==> src/design/wrrd_pkg.sv <==
package wrrd_pkg;

  localparam int unsigned HostsMax  = 16;
  localparam int unsigned LevelsMax = 8;

  localparam int unsigned HostW     = 4;
  localparam int unsigned CapW      = 8;
  localparam int unsigned HostCntW  = 5;
  localparam int unsigned LvlCntW   = 4;
  localparam int unsigned LvlStartW = 32;
  localparam int unsigned PcW       = 4;
  localparam int unsigned CfgIdxW   = 3;
  localparam int unsigned CfgDataW  = 64;
  localparam int unsigned ModeW     = 2;
  localparam int unsigned StatusW   = 2;
  localparam int unsigned InDataW   = 8;
  localparam int unsigned OutDataW  = 16;

  typedef enum logic [ModeW-1:0] {
    MODE_DISPATCH = 2'd0,
    MODE_HOST     = 2'd1,
    MODE_LEVEL    = 2'd2,
    MODE_RSVD     = 2'd3
  } mode_e;

  typedef enum logic [StatusW-1:0] {
    ST_OK         = 2'd0,
    ST_BAD_TARGET = 2'd1,
    ST_NO_CAP     = 2'd2
  } status_e;

  typedef enum logic [CfgIdxW-1:0] {
    CFG_HOST_COUNT  = 3'd0,
    CFG_CAP_LOW     = 3'd1,
    CFG_CAP_HIGH    = 3'd2,
    CFG_LEVEL_COUNT = 3'd3,
    CFG_LEVEL_START = 3'd4
  } cfg_idx_e;

  typedef enum logic [2:0] {
    OP_NOP,
    OP_LATCH,
    OP_BAD,
    OP_DISP,
    OP_HOST,
    OP_LEVEL,
    OP_PROBE,
    OP_EMIT
  } op_e;

  typedef enum logic [3:0] {
    C_ALWAYS,
    C_NO_IN,
    C_IS_DISP,
    C_IS_HOST,
    C_IS_LEVEL,
    C_CNT_LT,
    C_HOST_BAD,
    C_LVL_BAD,
    C_NOT_DONE,
    C_OUT_BUSY
  } cond_e;

  typedef logic [PcW-1:0] pc_t;

  typedef struct packed {
    op_e   op;
    cond_e cond;
    pc_t   jmp;
  } ucode_t;

  localparam pc_t PC_IDLE    = 4'd0;
  localparam pc_t PC_DEC_D   = 4'd1;
  localparam pc_t PC_DEC_H   = 4'd2;
  localparam pc_t PC_DEC_L   = 4'd3;
  localparam pc_t PC_BAD     = 4'd4;
  localparam pc_t PC_DISP    = 4'd5;
  localparam pc_t PC_DISP_GO = 4'd6;
  localparam pc_t PC_HOST    = 4'd7;
  localparam pc_t PC_HOST_GO = 4'd8;
  localparam pc_t PC_LEVEL   = 4'd9;
  localparam pc_t PC_PROBE   = 4'd10;
  localparam pc_t PC_EMIT    = 4'd11;
  localparam pc_t PC_WRAP    = 4'd12;

  // Control store: jump to jmp when cond holds, else fall through to the next step.
  function automatic ucode_t ucode_rom(pc_t pc);
    ucode_t uw;
    unique case (pc)
      PC_IDLE:    uw = '{op: OP_LATCH, cond: C_NO_IN,    jmp: PC_IDLE};
      PC_DEC_D:   uw = '{op: OP_NOP,   cond: C_IS_DISP,  jmp: PC_DISP};
      PC_DEC_H:   uw = '{op: OP_NOP,   cond: C_IS_HOST,  jmp: PC_HOST};
      PC_DEC_L:   uw = '{op: OP_NOP,   cond: C_IS_LEVEL, jmp: PC_LEVEL};
      PC_BAD:     uw = '{op: OP_BAD,   cond: C_ALWAYS,   jmp: PC_EMIT};
      PC_DISP:    uw = '{op: OP_DISP,  cond: C_CNT_LT,   jmp: PC_EMIT};
      PC_DISP_GO: uw = '{op: OP_NOP,   cond: C_ALWAYS,   jmp: PC_PROBE};
      PC_HOST:    uw = '{op: OP_HOST,  cond: C_HOST_BAD, jmp: PC_EMIT};
      PC_HOST_GO: uw = '{op: OP_NOP,   cond: C_ALWAYS,   jmp: PC_PROBE};
      PC_LEVEL:   uw = '{op: OP_LEVEL, cond: C_LVL_BAD,  jmp: PC_EMIT};
      PC_PROBE:   uw = '{op: OP_PROBE, cond: C_NOT_DONE, jmp: PC_PROBE};
      PC_EMIT:    uw = '{op: OP_EMIT,  cond: C_OUT_BUSY, jmp: PC_EMIT};
      PC_WRAP:    uw = '{op: OP_NOP,   cond: C_ALWAYS,   jmp: PC_IDLE};
      default:    uw = '{op: OP_NOP,   cond: C_ALWAYS,   jmp: PC_IDLE};
    endcase
    return uw;
  endfunction

endpackage

==> src/design/weighted_round_robin_dispatch_unit.sv <==
// A dispatch that stays on its host goes straight to its result. Requests that move the cursor
// run a skip loop that probes up to the host count of hosts, one host per cycle.
// A new input transaction is taken only once the previous one has reached the output register.
// A waiting result does not block the next input transaction.
// Reset (rst_ni low, asynchronous): cursor and grant count 0, host_count 1,
// capacity_low_hosts 1, other registers 0, output empty.
module weighted_round_robin_dispatch_unit #(
  parameter int unsigned MAX_HOSTS  = wrrd_pkg::HostsMax,
  parameter int unsigned MAX_LEVELS = wrrd_pkg::LevelsMax
) (
  input  logic                           clk_i,
  input  logic                           rst_ni,

  input  logic                           cfg_valid_i,
  output logic                           cfg_ready_o,
  input  logic [wrrd_pkg::CfgIdxW-1:0]   cfg_index_i,
  input  logic [wrrd_pkg::CfgDataW-1:0]  cfg_data_i,

  input  logic                           s_axis_tvalid,
  output logic                           s_axis_tready,
  input  logic [wrrd_pkg::InDataW-1:0]   s_axis_tdata,   // [3:0] target_index
  input  logic [wrrd_pkg::ModeW-1:0]     s_axis_tuser,   // [1:0] mode

  output logic                           m_axis_tvalid,
  input  logic                           m_axis_tready,
  output logic [wrrd_pkg::OutDataW-1:0]  m_axis_tdata    // [3:0] served_host,
                                                         // [7:4] cursor_after, [9:8] status
);

  import wrrd_pkg::*;

  logic [HostCntW-1:0]  host_count_q;
  logic [CfgDataW-1:0]  cap_low_q;
  logic [CfgDataW-1:0]  cap_high_q;
  logic [LvlCntW-1:0]   level_count_q;
  logic [LvlStartW-1:0] level_starts_q;

  pc_t                  pc_q, pc_d;
  mode_e                mode_q, mode_d;
  logic [HostW-1:0]     target_q, target_d;
  logic [HostW-1:0]     cursor_q, cursor_d;
  logic [HostW-1:0]     served_q, served_d;
  logic [HostW-1:0]     start_q, start_d;
  logic [HostW-1:0]     probe_q, probe_d;
  logic [HostW-1:0]     iter_q, iter_d;
  logic [CapW-1:0]      grants_q, grants_d;
  status_e              status_q, status_d;

  logic                 out_valid_q, out_valid_d;
  logic [HostW-1:0]     out_served_q, out_served_d;
  logic [HostW-1:0]     out_cursor_q, out_cursor_d;
  status_e              out_status_q, out_status_d;

  ucode_t               uw;
  logic                 cond_true;
  logic [HostCntW-1:0]  n_hosts;
  logic [LvlCntW-1:0]   n_levels;
  logic [2*CfgDataW-1:0] cap_vec;
  logic [CapW-1:0]      cnt;
  logic                 cnt_lt;
  logic                 host_bad;
  logic [HostW-1:0]     lvl_start;
  logic                 lvl_bad;
  logic                 probe_hit;
  logic                 probe_last;
  logic                 out_free;
  logic [HostW-1:0]     cursor_norm;

  function automatic logic [HostW-1:0] next_host(logic [HostW-1:0] h, logic [HostCntW-1:0] n);
    return (({1'b0, h} + 5'd1) == n) ? '0 : h + 4'd1;
  endfunction

  assign cfg_ready_o   = 1'b1;
  assign s_axis_tready = (pc_q == PC_IDLE);
  assign m_axis_tvalid = out_valid_q;
  assign m_axis_tdata  = {6'b0, out_status_q, out_cursor_q, out_served_q};

  always_comb begin
    if (host_count_q == '0) begin
      n_hosts = 5'd1;
    end else if (host_count_q > HostCntW'(MAX_HOSTS)) begin
      n_hosts = HostCntW'(MAX_HOSTS);
    end else begin
      n_hosts = host_count_q;
    end
    n_levels = (level_count_q > LvlCntW'(MAX_LEVELS)) ? LvlCntW'(MAX_LEVELS) : level_count_q;
  end

  assign cap_vec     = {cap_high_q, cap_low_q};
  assign cnt         = grants_q + 8'd1;
  assign cnt_lt      = cnt < cap_vec[cursor_q*CapW +: CapW];
  assign host_bad    = {1'b0, target_q} >= n_hosts;
  assign lvl_start   = level_starts_q[target_q[2:0]*HostW +: HostW];
  assign lvl_bad     = (target_q >= n_levels) || ({1'b0, lvl_start} >= n_hosts);
  assign probe_hit   = cap_vec[probe_q*CapW +: CapW] != '0;
  assign probe_last  = {1'b0, iter_q} == (n_hosts - 5'd1);
  assign out_free    = !out_valid_q || m_axis_tready;
  assign cursor_norm = ({1'b0, cursor_q} >= n_hosts) ? '0 : cursor_q;

  assign uw = ucode_rom(pc_q);

  always_comb begin
    unique case (uw.cond)
      C_ALWAYS:   cond_true = 1'b1;
      C_NO_IN:    cond_true = !s_axis_tvalid;
      C_IS_DISP:  cond_true = (mode_q == MODE_DISPATCH);
      C_IS_HOST:  cond_true = (mode_q == MODE_HOST);
      C_IS_LEVEL: cond_true = (mode_q == MODE_LEVEL);
      C_CNT_LT:   cond_true = cnt_lt;
      C_HOST_BAD: cond_true = host_bad;
      C_LVL_BAD:  cond_true = lvl_bad;
      C_NOT_DONE: cond_true = !probe_hit && !probe_last;
      C_OUT_BUSY: cond_true = !out_free;
      default:    cond_true = 1'b1;
    endcase
    pc_d = cond_true ? uw.jmp : pc_q + 4'd1;
  end

  always_comb begin
    mode_d       = mode_q;
    target_d     = target_q;
    cursor_d     = cursor_q;
    served_d     = served_q;
    start_d      = start_q;
    probe_d      = probe_q;
    iter_d       = iter_q;
    grants_d     = grants_q;
    status_d     = status_q;
    out_valid_d  = out_valid_q && !m_axis_tready;
    out_served_d = out_served_q;
    out_cursor_d = out_cursor_q;
    out_status_d = out_status_q;

    unique case (uw.op)
      OP_NOP: begin
      end
      OP_LATCH: begin
        cursor_d = cursor_norm;
        served_d = cursor_norm;
        status_d = ST_OK;
        if (s_axis_tvalid) begin
          mode_d   = mode_e'(s_axis_tuser);
          target_d = s_axis_tdata[HostW-1:0];
        end
      end
      OP_BAD: begin
        status_d = ST_BAD_TARGET;
      end
      OP_DISP: begin
        if (cnt_lt) begin
          grants_d = cnt;
        end else begin
          grants_d = '0;
          start_d  = next_host(cursor_q, n_hosts);
          probe_d  = next_host(cursor_q, n_hosts);
          iter_d   = '0;
        end
      end
      OP_HOST: begin
        if (host_bad) begin
          status_d = ST_BAD_TARGET;
        end else begin
          grants_d = '0;
          start_d  = target_q;
          probe_d  = target_q;
          iter_d   = '0;
        end
      end
      OP_LEVEL: begin
        if (lvl_bad) begin
          status_d = ST_BAD_TARGET;
        end else begin
          grants_d = '0;
          start_d  = lvl_start;
          probe_d  = lvl_start;
          iter_d   = '0;
        end
      end
      OP_PROBE: begin
        if (probe_hit) begin
          cursor_d = probe_q;
        end else if (probe_last) begin
          cursor_d = start_q;
          status_d = ST_NO_CAP;
        end else begin
          probe_d = next_host(probe_q, n_hosts);
          iter_d  = iter_q + 4'd1;
        end
      end
      OP_EMIT: begin
        if (out_free) begin
          out_valid_d  = 1'b1;
          out_served_d = (mode_q == MODE_DISPATCH) ? served_q : cursor_q;
          out_cursor_d = cursor_q;
          out_status_d = status_q;
        end
      end
      default: begin
      end
    endcase
  end

  always_ff @(posedge clk_i or negedge rst_ni) begin
    if (!rst_ni) begin
      host_count_q   <= 5'd1;
      cap_low_q      <= 64'd1;
      cap_high_q     <= '0;
      level_count_q  <= '0;
      level_starts_q <= '0;
      pc_q           <= PC_IDLE;
      mode_q         <= MODE_DISPATCH;
      target_q       <= '0;
      cursor_q       <= '0;
      served_q       <= '0;
      start_q        <= '0;
      probe_q        <= '0;
      iter_q         <= '0;
      grants_q       <= '0;
      status_q       <= ST_OK;
      out_valid_q    <= 1'b0;
      out_served_q   <= '0;
      out_cursor_q   <= '0;
      out_status_q   <= ST_OK;
    end else begin
      if (cfg_valid_i) begin
        unique case (cfg_index_i)
          CFG_HOST_COUNT:  host_count_q   <= cfg_data_i[HostCntW-1:0];
          CFG_CAP_LOW:     cap_low_q      <= cfg_data_i;
          CFG_CAP_HIGH:    cap_high_q     <= cfg_data_i;
          CFG_LEVEL_COUNT: level_count_q  <= cfg_data_i[LvlCntW-1:0];
          CFG_LEVEL_START: level_starts_q <= cfg_data_i[LvlStartW-1:0];
          default: begin
          end
        endcase
      end
      pc_q         <= pc_d;
      mode_q       <= mode_d;
      target_q     <= target_d;
      cursor_q     <= cursor_d;
      served_q     <= served_d;
      start_q      <= start_d;
      probe_q      <= probe_d;
      iter_q       <= iter_d;
      grants_q     <= grants_d;
      status_q     <= status_d;
      out_valid_q  <= out_valid_d;
      out_served_q <= out_served_d;
      out_cursor_q <= out_cursor_d;
      out_status_q <= out_status_d;
    end
  end

endmodule

==> config.mk <==
export PLATFORM = sky130hd
export DESIGN_NAME = weighted_round_robin_dispatch_unit
export DESIGN_NICKNAME = d
export VERILOG_FILES = /design/src/design/wrrd_pkg.sv /design/src/design/weighted_round_robin_dispatch_unit.sv
export SDC_FILE = /design/constraint.sdc
export NUM_CORES = 1
export LEC_CHECK = 0
export BUFFER_PORTS_ARGS = -buffer_cell sky130_fd_sc_hd__buf_2
export CAP_MARGIN = 10
export CORE_MARGIN = 5
export CORE_UTILIZATION = 40
export CTS_BUF_LIST = sky130_fd_sc_hd__clkbuf_16
export DETAILED_ROUTE_END_ITERATION = 8
export GPL_ROUTABILITY_DRIVEN = 0
export PLACE_DENSITY_LB_ADDON = 0.05
export SETUP_SLACK_MARGIN = 0.2
export SYNTH_ARGS = -nofsm -noshare
export SYNTH_HDL_FRONTEND = slang
export SYNTH_SLANG_ARGS = --single-unit
==> constraint.sdc <==
create_clock -name clk_i -period 4.8 [get_ports clk_i]
set_input_delay 0 -clock clk_i [delete_from_list [all_inputs] [get_ports clk_i]]
set_output_delay 0 -clock clk_i [all_outputs]
set_load 0.05 [all_outputs]
==> impl_metrics.tcl <==
set metrics [dict create \
    cap_violations 0 \
    hold_viol_final 0 \
    hold_depth 3 \
    cts_tree "done" \
    fin_tns_setup_ns 0 \
    initial_core_util 0.4037 \
    cts.sinks 220 \
    grt_pass1_vias 8577 \
    num_vias 8266 \
    reg2reg_from "cursor_q[0]" \
    fmax_mhz 242.5 \
    dieWidth_um 182.5 \
    ys.flop_type "dfrtp_1" \
    synthArstFlopShare 1.000 \
    drc 0 \
    n_antenna_cell 0 \
    endpoint_kind "register" \
    drive_above_1_share 0.3573 \
    layout_common_cells "dfrtp_1 (217), mux2_2 (182), buf_2 (88)" \
    hold_start "s_axis_tvalid" \
    finalNonFillerCells 1515 \
    min_period_over_period 0.8593 \
    post-place-cells 1393 \
    synth_area_sq_mm 0.01190 \
    htree_num_levels 1 \
    layout_commonest_cell "dfrtp_1" \
    postRouteAntennaNets 0 \
    powerDensity_mw_per_mm2 583.0 \
    hold_end "mode_q[1]" \
    setup_slack_ns 0.6755 \
    area_delta_synth_final_pct 21.00 \
    die-area_sq_mm 0.03330 \
    fin_nets 1224 \
    holdWs_ns 0.08881 \
    grt_start_max_net_pins 114 \
    crit_fanout 22 \
    finClkSkew_ns 0.02543 \
    dpl.hpwl_mm 23.71 \
    worst_pin_slew_ns 0.9661 \
    grt_usage 0.1996 \
    seq_area_frac_synth 0.4628 \
    slew_headroom 0.3559 \
    drt-initial-drc-count 437 \
    p_leak_nw 6.167 \
    fin_crit_ns 4.125 \
    wl_per_cell_um 21.73 \
    rr_worst_depth 13 \
    clockBufferDepth 3 \
    cp-start-kind "register" \
    synth_edf_count 0 \
    synth_top_area_share 0.4584 \
    synth.avg_cell_area_sq_um 12.59 \
    finalPower_mw 8.396 \
    place_area_sq_mm 0.01278 \
    cts_buffers 26 \
    fin_util 0.4885 \
    ios 101 \
    pre_cts_ws_ns 0.6487 \
    synthCells 945 \
    post_cts_buffers 0 \
    clockRootBuffer "clkbuf_16" \
    port_buffers 89 \
    cp_slowest_stage_delay_ns 0.81 \
    synth_seq_cells 220 \
    cp.arrival_ns 4.54 \
    grt_overflow 0 \
    synth_area_leaders "dfrtp_1 (46%), mux2_2 (17%), mux4_2 (8.9%)" \
    antenna_found_initial 0 \
    holdCritPathClass "in -> reg" \
    core-area_sq_mm 0.02948 \
    criticalPathCategory "reg -> reg" \
    routed_wl_mm 32.92 \
    num_rows 63 \
    yosys_warnings 0 \
    crit_chain "buf_4 -> mux4_2 -> mux4_2 -> inv_1 -> ha_1 -> nand4_1 -> inv_1 -> a221oi_1 -> buf_4 -> o2111ai_1 -> o211ai_1 -> or2_4 -> mux2_1" \
    post-route-cell-area_sq_mm 0.01440 \
    rsz0062_at_grt "false" \
    peakVddDrop_mv 0.2865 \
    drv_slew 0 \
    report.final.setup_viol 0 \
    clock_latency_ns 0.55 \
    reg2reg_to "pc_q[1]" \
    synth.distinct_cells 83 \
    status "complete, no violations" \
    vias_per_cell 5.456 \
    crit_path_top_delay_cell "dfrtp_2" \
    yosys.area.top_type "dfrtp_1" \
    die_y_um 182.5 \
    required_ns 5.22 \
    r2r_slack_ns 0.68 \
    clkSlewWorstSetupHoldPaths_ns 0.06 \
    drt_pass1_iterations 4 \
    grt_pass1_wl_mm 52.28 \
]
## area by class of cell
type	instances	area [sq um]
multi-input combinational	646	6060
inverter	31	116.4
timing repair buffer	183	1379
tap	390	488.0
clock buffer	26	650.6
sequential	220	5509
clock inverter	19	198.9
fill	2727	15080
## Yosys cell counts (3+ instances only)
master,n
o21a_1,4
nor4_1,27
a22o_1,3
nor3_1,11
a21oi_1,11
xor2_1,7
nand4_1,7
dfrtp_1,218
o31ai_1,6
nor2b_1,6
buf_2,14
o211ai_1,6
mux2_2,182
o221ai_1,3
nor2_1,44
nand2_1,48
xnor2_1,12
mux2i_1,18
nor4b_1,3
nand2b_1,18
nand3_1,19
ha_1,34
a21o_1,6
buf_4,9
o21bai_1,3
a22oi_1,5
mux2_1,6
a31oi_1,3
mux2_4,4
inv_1,31
clkbuf_1,29
and3_1,9
o22ai_1,4
o21ai_0,23
mux4_2,47
## per-layer routing
layer	wire, um	vias up	part of all wire	GRT usage
li1	-	3859	-	-
met2	15710	134	0.48	0.3240
met1	15560	4229	0.47	0.2926
met3	942	44	0.029	0.01993
met5	0	-	0	0
met4	709	0	0.022	0.04113
## worst max-delay path, delay by kind of cell, from the launching register on
family                   cells  cell delay (ns)
adder cells (fa/ha/maj)      1             0.24
buffers and inverters        4             0.59
AO/OA/AOI/OAI                3             0.67
multiplexers                 3             1.35
flip-flops                   1             0.81
AND/OR/NAND/NOR              2             0.33
## cells by family after synthesis
| family | share of synthesized area |
|---|---|
| compound gates | 0.06907 |
| fa+ha+maj | 0.03574 |
| other cells | 0.0006310 |
| mux | 0.2870 |
| xor+xnor | 0.01398 |
| simple gates | 0.09998 |
| buf+inv | 0.03080 |
| flops | 0.4628 |
## flip-flops by register name (all words and copies together) (netlist names)
register	flops
served_q	4
pc_q	4
target_q	4
status_q	2
level_count_q	4
host_count_q	5
cursor_q	4
level_starts_q	32
mode_q	2
start_q	4
out_served_q	4
m_axis_tvalid	1
probe_q	4
cap_low_q	64
grants_q	8
iter_q	4
out_status_q	2
out_cursor_q	4
cap_high_q	64
## where the power goes
| group | total, mW | switching, mW | internal [mW] | leakage [nW] |
|---|---|---|---|---|
| combinational | 3.46 | 1.79 | 1.68 | 3.04 |
| sequential | 2.96 | 0.635 | 2.32 | 2.69 |
| clock | 1.98 | 0.784 | 1.19 | 0.441 |
| total | 8.40 | 3.21 | 5.19 | 6.17 |
## how the worst max path moves through the flow
stage                 from  endpoint  slack, ns
3_3_place_gp   cursor_q[0]   pc_q[1]       0.65
2_1_floorplan  cursor_q[0]   pc_q[1]       0.90
4_1_cts        cursor_q[0]   pc_q[1]       0.63
5_1_grt        cursor_q[0]   pc_q[1]       0.41
3_5_place_dp   cursor_q[0]   pc_q[1]       0.65
6_report       cursor_q[0]   pc_q[1]       0.68
## what timing repair did
item	4_1_cts	5_1_grt
hold endpoints to repair	288	0
endpoints found under the setup margin	0	0
gates resized for setup	0	0
hold buffers	77	0
Note: power is estimated with default switching activity, not from simulation.
